--- src/rtl/dec_pkg.sv ---
// Shared types and constants for the depth edge classifier.
`default_nettype none
package dec_pkg;

    // Configuration register indexes
    localparam logic [1:0] CFG_WATER_LEVEL    = 2'd0;
    localparam logic [1:0] CFG_JUMP_TOLERANCE = 2'd1;
    localparam logic [1:0] CFG_RING_SCALE     = 2'd2;

    // Edge class codes
    localparam logic [1:0] CLS_NONE  = 2'd0;
    localparam logic [1:0] CLS_MAJOR = 2'd1;
    localparam logic [1:0] CLS_MINOR = 2'd2;

    // Register reset values
    localparam logic [15:0] RST_WATER_LEVEL    = 16'hFE0C;  // -500 m
    localparam logic [7:0]  RST_JUMP_TOLERANCE = 8'd13;
    localparam logic [15:0] RST_RING_SCALE     = 16'd40;

    typedef struct packed {
        logic [15:0] water_level;     // two's complement, metres
        logic [7:0]  jump_tolerance;  // 1/256 units
        logic [15:0] ring_scale;      // 1/16 m
    } t_cfg;

    typedef struct packed {
        logic [1:0] edge_class;
        logic       freeze;
    } t_cls_res;

endpackage
`default_nettype wire

--- src/rtl/depth_edge_classifier.sv ---
// Top level of the depth edge classifier: stream ports, pixel state and sequencing.
`default_nettype none
// Classifies a depth column walked bottom to top: each pixel transfer returns one edge
// class (0 none, 1 major, 2 minor contour) on the result stream, in order. Assert tuser
// on the first pixel of every column. A pixel takes restoring division by ring_scale
// (DIST_BITS-1 quotient bits) and a square root (ceil((DIST_BITS-1)/2) root bits), both
// on one shared subtractor, and then a handoff to the output register. A pixel in a frozen
// column (after sky) skips the division and the square root. The input is not ready while
// a pixel is in work; one finished result may wait in the output register meanwhile.
// Configuration writes are always ready and must only be issued while the block idles.
module depth_edge_classifier #(
    parameter int DIST_BITS = 24
) (
    input  wire logic         i_clk,
    input  wire logic         i_rst_n,
    input  wire logic         i_s_axis_tvalid,
    output logic              o_s_axis_tready,
    // [DIST_BITS-1:0] distance, [DIST_BITS+15:DIST_BITS] height, zero padded
    input  wire logic [((DIST_BITS+16+7)/8)*8-1:0] i_s_axis_tdata,
    // [0] column_start
    input  wire logic         i_s_axis_tuser,
    output logic              o_m_axis_tvalid,
    input  wire logic         i_m_axis_tready,
    // [1:0] edge_class, zero padded
    output logic [7:0]        o_m_axis_tdata,
    input  wire logic         i_cfg_valid,
    output logic              o_cfg_ready,
    input  wire logic [1:0]   i_cfg_index,
    input  wire logic [15:0]  i_cfg_data
);

    localparam int QW = DIST_BITS - 1;
    localparam int RW = (QW + 1) / 2;
    localparam int PW = DIST_BITS + 8;

    localparam logic [1:0] ST_IDLE = 2'd0;
    localparam logic [1:0] ST_RUN  = 2'd1;
    localparam logic [1:0] ST_OUT  = 2'd2;

    logic [1:0]           r_state;
    dec_pkg::t_cfg        r_cfg;
    logic [DIST_BITS-1:0] r_d;
    logic [15:0]          r_h;
    logic                 r_start;
    logic                 r_skip;
    logic [DIST_BITS-1:0] r_absd;
    logic [DIST_BITS-1:0] r_absdiff;
    logic [PW-1:0]        r_rhs;
    logic [DIST_BITS-1:0] r_pd;
    logic [15:0]          r_ph;
    logic [RW-1:0]        r_pring;
    logic                 r_frozen;
    logic                 r_out_valid;
    logic [1:0]           r_out_class;

    logic                 accept;
    logic                 skip;
    logic [DIST_BITS-1:0] in_d;
    logic [15:0]          in_h;
    logic [DIST_BITS:0]   dd;
    logic [DIST_BITS:0]   neg_d;
    logic [QW-1:0]        dividend;
    logic                 root_done;
    logic [RW-1:0]        root;
    logic                 load_out;
    dec_pkg::t_cls_res    cls;

    assign in_d     = i_s_axis_tdata[DIST_BITS-1:0];
    assign in_h     = i_s_axis_tdata[DIST_BITS+15:DIST_BITS];
    assign accept   = i_s_axis_tvalid & o_s_axis_tready;
    assign skip     = r_frozen & ~i_s_axis_tuser;
    assign dd       = {in_d[DIST_BITS-1], in_d} - {r_pd[DIST_BITS-1], r_pd};
    assign neg_d    = -{in_d[DIST_BITS-1], in_d};
    // sky has no ring: divide zero instead
    assign dividend = in_d[DIST_BITS-1] ? '0 : in_d[DIST_BITS-2:0];
    assign load_out = (r_state == ST_OUT) && (!r_out_valid || i_m_axis_tready);

    dec_root #(
        .QW(QW),
        .RW(RW)
    ) u_root (
        .i_clk      (i_clk),
        .i_rst_n    (i_rst_n),
        .i_start    (accept & ~skip),
        .i_dividend (dividend),
        .i_divisor  (r_cfg.ring_scale),
        .o_done     (root_done),
        .o_root     (root)
    );

    dec_class #(
        .DIST_BITS(DIST_BITS),
        .RW       (RW)
    ) u_class (
        .i_d     (r_d),
        .i_h     (r_h),
        .i_pd    (r_pd),
        .i_ph    (r_ph),
        .i_ring  (root),
        .i_pring (r_pring),
        .i_lhs   ({r_absdiff, 8'd0}),
        .i_rhs   (r_rhs),
        .i_start (r_start),
        .i_cfg   (r_cfg),
        .o_res   (cls)
    );

    always_ff @(posedge i_clk) begin
        if (!i_rst_n) begin
            r_state     <= ST_IDLE;
            r_pd        <= '0;
            r_ph        <= '0;
            r_pring     <= '0;
            r_frozen    <= 1'b0;
            r_out_valid <= 1'b0;
        end else begin
            case (r_state)
                ST_IDLE: begin
                    if (accept) begin
                        r_d       <= in_d;
                        r_h       <= in_h;
                        r_start   <= i_s_axis_tuser;
                        r_skip    <= skip;
                        r_absd    <= in_d[DIST_BITS-1] ? neg_d[DIST_BITS-1:0] : in_d;
                        r_absdiff <= dd[DIST_BITS] ? DIST_BITS'(-dd) : dd[DIST_BITS-1:0];
                        r_state   <= skip ? ST_OUT : ST_RUN;
                    end
                end
                ST_RUN: begin
                    r_rhs <= PW'(r_absd) * PW'(r_cfg.jump_tolerance);
                    if (root_done) begin
                        r_state <= ST_OUT;
                    end
                end
                ST_OUT: begin
                    if (load_out) begin
                        r_state <= ST_IDLE;
                        if (!r_skip) begin
                            r_pd    <= r_d;
                            r_ph    <= r_h;
                            r_pring <= root;
                            if (r_start) begin
                                r_frozen <= 1'b0;
                            end else if (cls.freeze) begin
                                r_frozen <= 1'b1;
                            end
                        end
                    end
                end
                default: r_state <= ST_IDLE;
            endcase

            // hold the result until transfer
            if (load_out) begin
                r_out_valid <= 1'b1;
                r_out_class <= r_skip ? dec_pkg::CLS_NONE : cls.edge_class;
            end else if (i_m_axis_tready) begin
                r_out_valid <= 1'b0;
            end
        end
    end

    always_ff @(posedge i_clk) begin
        if (!i_rst_n) begin
            r_cfg.water_level    <= dec_pkg::RST_WATER_LEVEL;
            r_cfg.jump_tolerance <= dec_pkg::RST_JUMP_TOLERANCE;
            r_cfg.ring_scale     <= dec_pkg::RST_RING_SCALE;
        end else if (i_cfg_valid) begin
            case (i_cfg_index)
                dec_pkg::CFG_WATER_LEVEL:    r_cfg.water_level    <= i_cfg_data;
                dec_pkg::CFG_JUMP_TOLERANCE: r_cfg.jump_tolerance <= i_cfg_data[7:0];
                dec_pkg::CFG_RING_SCALE:     r_cfg.ring_scale     <= i_cfg_data;
                default: ;
            endcase
        end
    end

    assign o_s_axis_tready = (r_state == ST_IDLE);
    assign o_m_axis_tvalid = r_out_valid;
    assign o_m_axis_tdata  = {6'd0, r_out_class};
    assign o_cfg_ready     = 1'b1;

endmodule
`default_nettype wire

--- src/rtl/dec_root.sv ---
// Iterative ring unit: floor(sqrt(dividend / divisor)) on one shared subtractor.
`default_nettype none
module dec_root #(
    parameter int QW = 23,
    parameter int RW = 12
) (
    input  wire logic          i_clk,
    input  wire logic          i_rst_n,
    input  wire logic          i_start,
    input  wire logic [QW-1:0] i_dividend,
    input  wire logic [15:0]   i_divisor,
    output logic               o_done,
    output logic [RW-1:0]      o_root
);

    localparam int XW = 2 * RW;
    localparam int SW = (RW + 3 > 17) ? RW + 3 : 17;
    localparam int CW = $clog2(QW);

    localparam logic [1:0] ST_IDLE = 2'd0;
    localparam logic [1:0] ST_DIV  = 2'd1;
    localparam logic [1:0] ST_SQRT = 2'd2;

    logic [1:0]    r_state;
    logic [CW-1:0] r_cnt;
    logic [SW-1:0] r_rem;
    logic [XW-1:0] r_x;
    logic [RW-1:0] r_root;
    logic [15:0]   r_div;
    logic          r_done;

    logic [SW-1:0] op_a;
    logic [SW-1:0] op_b;
    logic [SW:0]   diff;
    logic          ge;

    // Shared compare/subtract: quotient bit during divide, root bit during sqrt
    always_comb begin
        case (r_state)
            ST_SQRT: begin
                op_a = {r_rem[SW-3:0], r_x[XW-1:XW-2]};
                op_b = SW'({r_root, 2'b01});
            end
            default: begin
                op_a = {r_rem[SW-2:0], r_x[QW-1]};
                op_b = SW'(r_div);
            end
        endcase
        diff = {1'b0, op_a} - {1'b0, op_b};
        ge   = ~diff[SW];
    end

    always_ff @(posedge i_clk) begin
        if (!i_rst_n) begin
            r_state <= ST_IDLE;
            r_done  <= 1'b0;
        end else begin
            r_done <= 1'b0;
            case (r_state)
                ST_IDLE: begin
                    if (i_start) begin
                        r_state <= ST_DIV;
                        r_cnt   <= CW'(QW - 1);
                        r_rem   <= '0;
                        r_x     <= XW'(i_dividend);
                        // a zero scale divides as one
                        r_div   <= (i_divisor == 16'd0) ? 16'd1 : i_divisor;
                    end
                end
                ST_DIV: begin
                    r_x[QW-1:0] <= {r_x[QW-2:0], ge};
                    if (r_cnt == '0) begin
                        r_state <= ST_SQRT;
                        r_cnt   <= CW'(RW - 1);
                        r_rem   <= '0;
                        r_root  <= '0;
                    end else begin
                        r_rem <= ge ? diff[SW-1:0] : op_a;
                        r_cnt <= r_cnt - 1'b1;
                    end
                end
                ST_SQRT: begin
                    r_rem  <= ge ? diff[SW-1:0] : op_a;
                    r_root <= {r_root[RW-2:0], ge};
                    r_x    <= {r_x[XW-3:0], 2'b00};
                    if (r_cnt == '0) begin
                        r_state <= ST_IDLE;
                        r_done  <= 1'b1;
                    end else begin
                        r_cnt <= r_cnt - 1'b1;
                    end
                end
                default: r_state <= ST_IDLE;
            endcase
        end
    end

    assign o_done = r_done;
    assign o_root = r_root;

endmodule
`default_nettype wire

--- src/rtl/dec_class.sv ---
// Edge rule evaluation for one pixel against the pixel below it.
`default_nettype none
module dec_class #(
    parameter int DIST_BITS = 24,
    parameter int RW        = 12
) (
    input  wire logic [DIST_BITS-1:0] i_d,
    input  wire logic [15:0]          i_h,
    input  wire logic [DIST_BITS-1:0] i_pd,
    input  wire logic [15:0]          i_ph,
    input  wire logic [RW-1:0]        i_ring,
    input  wire logic [RW-1:0]        i_pring,
    input  wire logic [DIST_BITS+7:0] i_lhs,
    input  wire logic [DIST_BITS+7:0] i_rhs,
    input  wire logic                 i_start,
    input  wire dec_pkg::t_cfg        i_cfg,
    output dec_pkg::t_cls_res         o_res
);

    logic wet;
    logic wet_prev;
    logic above;
    logic above_prev;
    logic sky;
    logic sky_prev;

    always_comb begin
        wet        = $signed(i_h)  < $signed(i_cfg.water_level);
        wet_prev   = $signed(i_ph) < $signed(i_cfg.water_level);
        above      = $signed(i_h)  > $signed(i_cfg.water_level);
        above_prev = $signed(i_ph) > $signed(i_cfg.water_level);
        sky        = i_d[DIST_BITS-1];
        sky_prev   = i_pd[DIST_BITS-1];

        o_res.edge_class = dec_pkg::CLS_NONE;
        o_res.freeze     = 1'b0;
        if (i_start) begin
            o_res.edge_class = dec_pkg::CLS_NONE;
        end else if (wet && wet_prev) begin
            o_res.edge_class = dec_pkg::CLS_NONE;
        end else if (i_lhs > i_rhs) begin
            o_res.edge_class = dec_pkg::CLS_MAJOR;
        end else if ((wet && above_prev) || (above && wet_prev)) begin
            o_res.edge_class = dec_pkg::CLS_MAJOR;
        end else if (sky) begin
            o_res.freeze = 1'b1;
        end else if (!sky_prev && (i_ring > i_pring)) begin
            o_res.edge_class = dec_pkg::CLS_MINOR;
        end
    end

endmodule
`default_nettype wire
--- config.mk ---
export PLATFORM = sky130hd
export DESIGN_NAME = depth_edge_classifier
export DESIGN_NICKNAME = d
export VERILOG_FILES = /design/src/rtl/dec_pkg.sv /design/src/rtl/depth_edge_classifier.sv /design/src/rtl/dec_root.sv /design/src/rtl/dec_class.sv
export SDC_FILE = /design/constraint.sdc
export NUM_CORES = 1
export LEC_CHECK = 0
export BUFFER_PORTS_ARGS = -buffer_cell sky130_fd_sc_hd__buf_2
export CAP_MARGIN = 25
export CORE_MARGIN = 4
export CORE_UTILIZATION = 55
export CTS_BUF_LIST = sky130_fd_sc_hd__clkbuf_8
export DETAILED_ROUTE_END_ITERATION = 8
export GPL_TIMING_DRIVEN = 0
export HOLD_SLACK_MARGIN = 0.15
export PLACE_DENSITY_LB_ADDON = 0.25
export RECOVER_POWER = 50
export SLEW_MARGIN = 10
export SYNTH_ARGS = -nofsm -noshare
export SYNTH_HDL_FRONTEND = slang
export SYNTH_HIERARCHICAL = 1
export SYNTH_SLANG_ARGS = --single-unit
--- constraint.sdc ---
create_clock -name i_clk -period 8.6 [get_ports i_clk]
set_input_delay 0 -clock i_clk [delete_from_list [all_inputs] [get_ports i_clk]]
set_output_delay 0 -clock i_clk [all_outputs]
set_load 0.03 [all_outputs]
==> metrics list, run 1 <==
* Top Ports: 75
- In the final routed layout, each cell accounts on average for 18.1 µm.
- Once detailed placement completed, the half-perimeter wirelength came to 41.9 mm.
- In this run the remaining antenna-violating nets after routing total 0.
- The flow ran to the end, and the final reports show no timing, DRC or antenna violations.
* Post-cts gate resize count: 0
- Cell with the most instances after synthesis: sky130_fd_sc_hd__nand2_1
- The count of cells in the finished layout, fillers not included, comes to 3126.
- For this run, the register share of the synthesized area comes to 35.2%.
* Total of endpoints with negative setup slack in the final report: 0
* Switching pwr: 1.48 mW
- Number of buffer and inverter stages on the critical path: 3
- In the final layout, flip-flops and latches occupy 7870 µm².
- Data arrives at the worst endpoint at 6.75 ns.
* Chip width: 210 µm
- Part of the total power dissipated in combinational logic: 30.9%
* Final weighted congestion in routability-driven placement: 0.910
* Cells after DPL: 2926
- Share of the cycle needed by the critical path after routing: 73.7%
- Max-slew headroom: 10.6%
- Layout overhead on the synthesized area: 14.5%
- Summed negative setup slack over all endpoints: 0 ns
- Switching Share: 32.8%
- After floorplanning, the core was divided into 73 placement rows.
* Gate Count Post-Synth: 2314
* Path class of the lowest-slack min-delay path: in2reg
- Number of global-route vias before repair: 17.2k
* DRC violation count after routing: 0
- The first routing iteration left 1166 violations.
* Total length of routed wires: 56.7 mm
- Port buffering added 67 buffers.
* Initial antenna violation count: 1
- Across all layers, the routed design uses 17.4k vias.
- Kind of cell adding the most delay to the critical path: adder cells
- Number of distinct library cells after synthesis: 97
- Yosys attributes the largest share of cell area to sky130_fd_sc_hd__edfxtp_1 26%, sky130_fd_sc_hd__fa_1 12%, sky130_fd_sc_hd__ha_1 9.9%, sky130_fd_sc_hd__dfxtp_1 8.9%, sky130_fd_sc_hd__nand2_1 5.1%.
- The count of final hold-check violations is 0.
- The tree is rooted in a sky130_fd_sc_hd__clkbuf_8.
- Final slew viol count: 0
* P_int: 3.04 mW
- Fraction of layout cells with a size suffix above 1: 6.96%
- Critical-path top delay cell: sky130_fd_sc_hd__fa_1
* Clock tree from TritonCTS: built
- Sequential share of power: 37.6%
- Netlist Area Pre-Place: 22400 µm²
- The die is 210 µm tall.
- Clock-pin slew was measured on the worst setup and hold paths at 0.07 ns.
* Total Nets Final: 2933
- Number of buffers on the longest clock path: 3
- For this run the aggregate overflow at the end of global routing stands at 0.
* Worst supply voltage drop on vdd: 0.173 mV
* Wire length of the first global-routing pass: 90.4 mm
- The clock drives 295 sinks.
* Most common flop cell mapped by yosys: sky130_fd_sc_hd__edfxtp_1
- For this run, the slowest stage of the critical path takes 0.55 ns.
* Total clock buffers created by CTS: 51
- Series of cell instances along the critical path: clkbuf_1 > and2_1 > fa_1 > fa_1 > fa_1 > inv_1 > fa_1 > inv_1 > ha_1 > and3_1 > nand2_1 > a21oi_1 > o211ai_1 > a311o_1 > a311oi_1 > o21a_1 > o21ai_0 > a21boi_0 > xor2_1
- Yosys mapped a number of flops with a built-in enable equal to 196.
- In this run the number of H-tree levels came out at 2.
- The die covers 43900 µm².
- The Yosys step of the flow raised 6 warnings.
- After layout, the design draws a total of 4.53 mW.
- The core region is 39900 µm².
* Async set-or-reset flop fraction in the synthesized netlist: 0%
- Entering global routing, the biggest net connects 65 pins.
* Classification of the worst setup path: reg2reg
* Slew @ Worst Pin: 1.34 ns
- Max-cap violations in this run came to 0.
- After synthesis, the most frequently instantiated cells are 305 x sky130_fd_sc_hd__nand2_1, 274 x sky130_fd_sc_hd__inv_1, 196 x sky130_fd_sc_hd__edfxtp_1.
- Multi-input logic area: 13100 µm²
* Core occupancy in the finished layout: 64.2%
- Vias per Instance: 5.56
* Syn Area/Cell: 9.66 µm²
- Layout fillers: 3122
- Required time at the worst-slack endpoint: 9.01 ns
- Leak Pwr: 10.7 nW
- Clock latency on the worst-skew pair, taken at its later pin, is 0.67 ns.
* Initial Util: 56.0%
* First-pass detailed-route iteration total: 5
- In this run the worst path has a maximum fanout of 10.
* RSZ-0062 raised after global routing: no
- For the final database, setup skew stands at 0.0539 ns.
* Peak clock frequency supported by timing: 0.158 GHz
- Counting flops and latches in the post-synthesis netlist gives 295.
* Tot GR Track Use: 25.6%
* Startpoint type of the worst setup path: flip-flop
* Share of Yosys cell area claimed by the top area cell type: 26.3%
* Power per unit of standard cell area: 177 nW/µm²
* CP Capture Type: flip-flop
* Proportion of power drawn by the clock network: 31.5%
* Final critical delay including setup and external delays: 6.34 ns
* Worst path most repeated cell: sky130_fd_sc_hd__fa_1
- Synth area leader: sky130_fd_sc_hd__edfxtp_1
==> routing by layer <==
layer | vias up | global-route usage (%) | wire, µm
met5 | - | 0 | 0
li1 | 8319 | - | -
met1 | 8327 | 34.8 | 24600
met3 | 132 | 5.70 | 3960
met4 | 0 | 8.08 | 1790
met2 | 587 | 41.1 | 26300
==> cells in the final DEF, fill, tap and decap left out, drive strengths merged, types with 23 or more instances in the layout <==
cell type,netlist,final
a21boi,84,84
a21o,35,35
a21oi,113,113
a22oi,23,23
and2,162,162
buf,14,52
clkbuf,87,177
dfxtp,99,99
dlygate4sd3,0,105
edfxtp,196,196
fa,134,134
ha,176,176
inv,274,291
mux2i,31,31
nand2,307,307
nand3,32,32
nor2,98,98
nor2b,37,37
nor3,25,25
o21ai,51,51
xnor2,70,70
xor2,27,27
==> worst register-to-register path, cell delays in order (launching register included) <==
cell	delay, ns
sky130_fd_sc_hd__dfxtp_1	0.53
sky130_fd_sc_hd__clkbuf_1	0.37
sky130_fd_sc_hd__and2_1	0.21
sky130_fd_sc_hd__fa_1	0.46
sky130_fd_sc_hd__fa_1	0.53
sky130_fd_sc_hd__fa_1	0.55
sky130_fd_sc_hd__inv_1	0.05
sky130_fd_sc_hd__fa_1	0.52
sky130_fd_sc_hd__inv_1	0.04
sky130_fd_sc_hd__ha_1	0.34
sky130_fd_sc_hd__and3_1	0.23
sky130_fd_sc_hd__nand2_1	0.07
sky130_fd_sc_hd__a21oi_1	0.21
sky130_fd_sc_hd__o211ai_1	0.18
sky130_fd_sc_hd__a311o_1	0.41
sky130_fd_sc_hd__a311oi_1	0.51
sky130_fd_sc_hd__o21a_1	0.20
sky130_fd_sc_hd__o21ai_0	0.13
sky130_fd_sc_hd__a21boi_0	0.25
sky130_fd_sc_hd__xor2_1	0.31
==> repair_timing <==
action,in CTS,in global routing
buffers inserted,0,0
hold endpoints to repair,185,0
hold buffers,105,0
==> power groups by stage <==
stage	registers [mW]	logic, mW	clock network [mW]
finish	1.70	1.40	1.43
global route	1.71	1.59	1.52
CTS	1.70	1.40	1.45
detailed placement	1.73	1.35	0
global placement	1.73	1.30	0
floorplan	1.71	1.03	0
==> state kept, by name, summed over array words and instances (netlist names), 23 cells and up <==
signal / cells
r_d: 24
r_pd: 24
r_absdiff: 24
r_absd: 23
u_root/r_x: 24
r_cfg: 40
r_rhs: 32
==> cells by family after synthesis <==
kind of cell | after synthesis | share of synthesized area [%]
compound gates | 416 | 12.9
buf+inv | 375 | 6.60
flops | 295 | 35.2
xor+xnor | 97 | 3.83
simple gates | 770 | 17.2
other cells | 2 | 0.0336
fa+ha+maj | 310 | 21.8
mux | 49 | 2.40
==> path summary, 6_finish.rpt <==
check / from / end / slack, ns / cells past startpoint
max: r_cfg[21] / r_rhs[25] / 2.26 / 19
min: i_cfg_data[1] / r_cfg[17] / 0.22 / 4
max reg2reg: r_cfg[21] / r_rhs[25] / 2.26 / 19
min reg2reg: r_pd[19] / r_pd[19] / 0.46 / 2
==> cell type report <==
class	count	share of cell area [%]
multi-input cells	1657	51.1
flip-flops and latches	295	30.7
repair buffers	179	5.52
inverters	274	4.02
clock buffers	54	2.90
well taps	525	2.57
plain buffers	101	1.71
clock inverters	40	1.48
diodes	1	0.00977
==> metrics by stage <==
stage	hold slack, ns	cell area (µm²)	worst slack, ns
global route	0.206	25600	2.01
finish	0.217	25600	2.26
floorplan	0.0989	22400	3.23
CTS	0.150	25700	2.37
detailed placement	0.178	23500	2.40
global placement	0.177	23400	2.37
(Power assumes the default switching activity.)
==> run 2: changes to the inputs <==
clock period = 5.5 ns   (was 8.6 ns; I/O delays follow)
==> metrics list, run 2 (same netlist as run 1, synthesis figures left out) <==
- The run finished, with violations left.
* Violations in the final reports: setup timing
* Final weighted congestion in routability-driven placement: 0.910 (unchanged)
- The number of top-level pins is 75 (unchanged).
* Final worst hold slack: 0.206 ns (-0.0111 ns)
* Vias per Instance: 5.57 (+0.29%)
- The worst-case setup slack after placement is -0.701 ns (-3.10 ns).
- Total length of routed wires: 59.3 mm (+4.7%)
* Final critical delay including setup and external delays: 5.69 ns (-0.655 ns)
- The pin count of the biggest net entering global routing came to 65 (unchanged).
- Worst-path clk slew: 0.07 ns (about the same)
- The count of clock tree sinks is 295 (unchanged).
- The area of the multi-input gates was 13300 µm² (+1.7%).
* Capture point of the worst reg-to-reg path: r_rhs[31]
- Required time at the worst-slack endpoint: 5.93 ns (-3.08 ns)
- The violation count after the first detailed-route iteration came to 1358 (+16%).
- The maximum clock skew at final layout came to 0.0517 ns (-0.00221 ns).
- Initial Util: 56.0% (unchanged)
- Number of flip-flops in the largest register: 40 (unchanged)
* Register area: 7890 µm² (+0.29%)
- Compared with the post-synthesis result, the final layout area differs by 18.5%.
- Critical-path top delay cell: sky130_fd_sc_hd__fa_1
- RSZ-0062 raised after global routing: yes
- Wire length of the first global-routing pass: 93.8 mm (+3.8%)
- The number of levels in the clock H-tree is 2 (unchanged).
* Worst path most repeated cell: sky130_fd_sc_hd__fa_1
* First-pass detailed-route iteration total: 6 (+1)
- The largest registers in the layout are r_cfg (40), r_rhs (32).
- Peak per-stage delay on the critical path: 0.53 ns (-0.02 ns)
- The global route total overflow was 0 (unchanged).
- Total clock buffers created by CTS: 51 (unchanged)
- Series of cell instances along the critical path: and2_4 > fa_1 > fa_1 > fa_1 > inv_1 > fa_1 > inv_2 > ha_4 > a21o_1 > a21oi_2 > nand2_2 > o211ai_1 > a311o_1 > a311oi_2 > a21o_1 > a221o_1 > or4_1 > and3_4
- Leak Pwr: 11.1 nW (+3.9%)
* Share of the cycle needed by the critical path after routing: 103% (+30 points)
* Number of nets with antenna violations after routing: 0 (unchanged)
- Reg-to-reg critical path startpoint: r_absd[4]
- Clock tree from TritonCTS: built
- Total Nets Final: 2995 (+2.1%)
* Number of global-route vias before repair: 17.9k (+3.8%)
* PortBufs: 67 (unchanged)
- Die ar.: 43900 µm² (unchanged)
- The fraction of layout cells with a size suffix above 1 came to 11.6% (+4.6 points).
- Count of max-cap constraint violations: 0 (unchanged)
* Number of non-filler instances in the completed layout: 3188 (+2.0%)
- Logic depth of the worst setup path including buffers: 18 (-1)
* Setup WS post-layout: -0.186 ns (-2.45 ns)
- The count of placed standard cells including taps is 2926 (unchanged).
- The final setup violation count came to 1 (+1).
* Chip width: 210 µm (unchanged)
* CP Data Arrival Time: 6.11 ns (-0.64 ns)
* Most frequent standard cell in the layout excluding fill and tap cells: sky130_fd_sc_hd__nand2_1
- The vertical die dimension came to 210 µm (unchanged).
* First element of the critical path: r_absd[4]
- The highest achievable clock rate was 0.176 GHz (+12%).
- Floorplan core area: 39900 µm² (unchanged)
* Avg WL per Cell: 18.6 µm (+2.7%)
- The all-layer global routing usage was 26.5% (+0.95 points).
- Classification of the worst setup path: reg2reg
- The post-layout instance area came to 26500 µm² (+3.5%).
- Max-slew headroom: 9.39% (-1.2 points)
* Buffer type at the clock tree root: sky130_fd_sc_hd__clkbuf_8
- Kind of cell adding the most delay to the critical path: adder cells
* FF-to-FF path depth: 18 (-1)
- Vias after detailed routing: 17.8k (+2.3%)
* Number of buffers on the longest clock path: 3 (unchanged)
- In the layout the commonest cells are 303 x sky130_fd_sc_hd__nand2_1, 284 x sky130_fd_sc_hd__inv_1, 196 x sky130_fd_sc_hd__edfxtp_1.
- The cell area after placement is 23500 µm² (unchanged).
- Power per unit of standard cell area: 286 nW/µm² (+62%)
- Initial antenna violation count: 2 (+1)
- The total of fill cells in the finished design was 2984 (-4.4%).
- The insertion delay of the later-clocked pin in the worst-skew pair was 0.67 ns (about the same).
* Most flop-heavy register: r_cfg
- The maximum net fanout on the critical path was 4 (-6).
- In this run the worst hold path is classified as in2reg.
* Critical Path Sink: r_rhs[31]
- The DRC violation count after routing was 0 (unchanged).
* Startpoint type of the worst setup path: flip-flop
- The floorplan row count was 73 (unchanged).
* Half-perimeter wire length of the detailed placement result: 41.9 mm (unchanged)
- Register-to-Register Setup Slack: -0.19 ns (-2.45 ns)
- The count of buffer and inverter cells on the critical path is 2 (-1).
- Core occupancy in the finished layout: 66.4% (+2.2 points)
- Slew @ Worst Pin: 1.36 ns (+0.0176 ns)
* Final slew viol count: 0 (unchanged)
* Worst supply voltage drop on vdd: 0.267 mV (+55%)
- The worst setup path is captured at a flip-flop.
* Endpoints failing hold: 0 (unchanged)
[run 2: cell count changes in the layout (fill, tap and decap cells not counted), moves of 7 or more]
cell and change:
sky130_fd_sc_hd__and2_1 -9, sky130_fd_sc_hd__and2_4 +10, sky130_fd_sc_hd__buf_4 +48, sky130_fd_sc_hd__buf_6 +13, sky130_fd_sc_hd__clkbuf_1 -12, sky130_fd_sc_hd__ha_1 -7
[run 2: final cells by class]
| cell class | instances | area share (%) |
|---|---|---|
| clock buffers | 54 | 2.80 |
| multi-input cells | 1657 | 50.2 |
| flip-flops and latches | 295 | 29.8 |
| well taps | 525 | 2.48 |
| repair buffers | 241 | 7.29 |
| clock inverters | 40 | 1.43 |
| inverters | 274 | 3.88 |
| diodes | 1 | 0.00944 |
| plain buffers | 101 | 2.14 |
[run 2: report_power, final]
group | leakage (nW) | internal, mW | switching (mW)
clock | 0.618 | 1.25 | 0.979
sequential | 2.63 | 2.59 | 0.0699
combinational | 7.87 | 1.22 | 1.48
[run 2: worst register-to-register path, stage by stage (launching register included)]
cell                       delay [ns]
sky130_fd_sc_hd__edfxtp_1        0.45
sky130_fd_sc_hd__and2_4          0.20
sky130_fd_sc_hd__fa_1            0.52
sky130_fd_sc_hd__fa_1            0.52
sky130_fd_sc_hd__fa_1            0.52
sky130_fd_sc_hd__inv_1           0.05
sky130_fd_sc_hd__fa_1            0.53
sky130_fd_sc_hd__inv_2           0.05
sky130_fd_sc_hd__ha_4            0.25
sky130_fd_sc_hd__a21o_1          0.19
sky130_fd_sc_hd__a21oi_2         0.22
sky130_fd_sc_hd__nand2_2         0.11
sky130_fd_sc_hd__o211ai_1        0.24
sky130_fd_sc_hd__a311o_1         0.30
sky130_fd_sc_hd__a311oi_2        0.16
sky130_fd_sc_hd__a21o_1          0.25
sky130_fd_sc_hd__a221o_1         0.33
sky130_fd_sc_hd__or4_1           0.40
sky130_fd_sc_hd__and3_4          0.18
[run 2: through the flow]
stage	total power, mW	TNS (ns)
2_1_floorplan	4.30	0
3_3_place_gp	4.74	-9.65
3_5_place_dp	4.82	-3.34
4_1_cts	7.41	-0.0241
5_1_grt	8.03	-0.479
6_report	7.59	-0.186
[run 2: repair_timing]
item                                    CTS  global route
gates resized for setup                  85            31
endpoints found under the setup margin   10             9
pin swaps                                35            23
buffers inserted                         56            10
endpoints found under the hold margin   185             0
hold buffers                            104             0
[run 2: worst min-delay path by stage]
| stage | start | to | slack, ns | cells after the start |
|---|---|---|---|---|
| floorplan | i_s_axis_tdata[0] | r_d[0] | 0.1 | 0 |
| global placement | i_s_axis_tdata[37] | r_h[13] | 0.18 | 1 |
| detailed placement | i_s_axis_tdata[37] | r_h[13] | 0.18 | 1 |
| CTS | i_cfg_data[2] | r_cfg[26] | 0.15 | 4 |
| global route | i_cfg_data[3] | r_cfg[19] | 0.21 | 4 |
| finish | i_cfg_data[3] | r_cfg[19] | 0.21 | 4 |
[run 2: routing by layer]
layer  global-route usage [%]  vias to the layer above  share of wire [%]
li1                         -                     8433                  -
met1                     35.9                     8550                 43
met2                     43.3                      622                 47
met3                     5.01                      156                6.7
met4                     9.07                        0                3.6
met5                        0                        -                  0
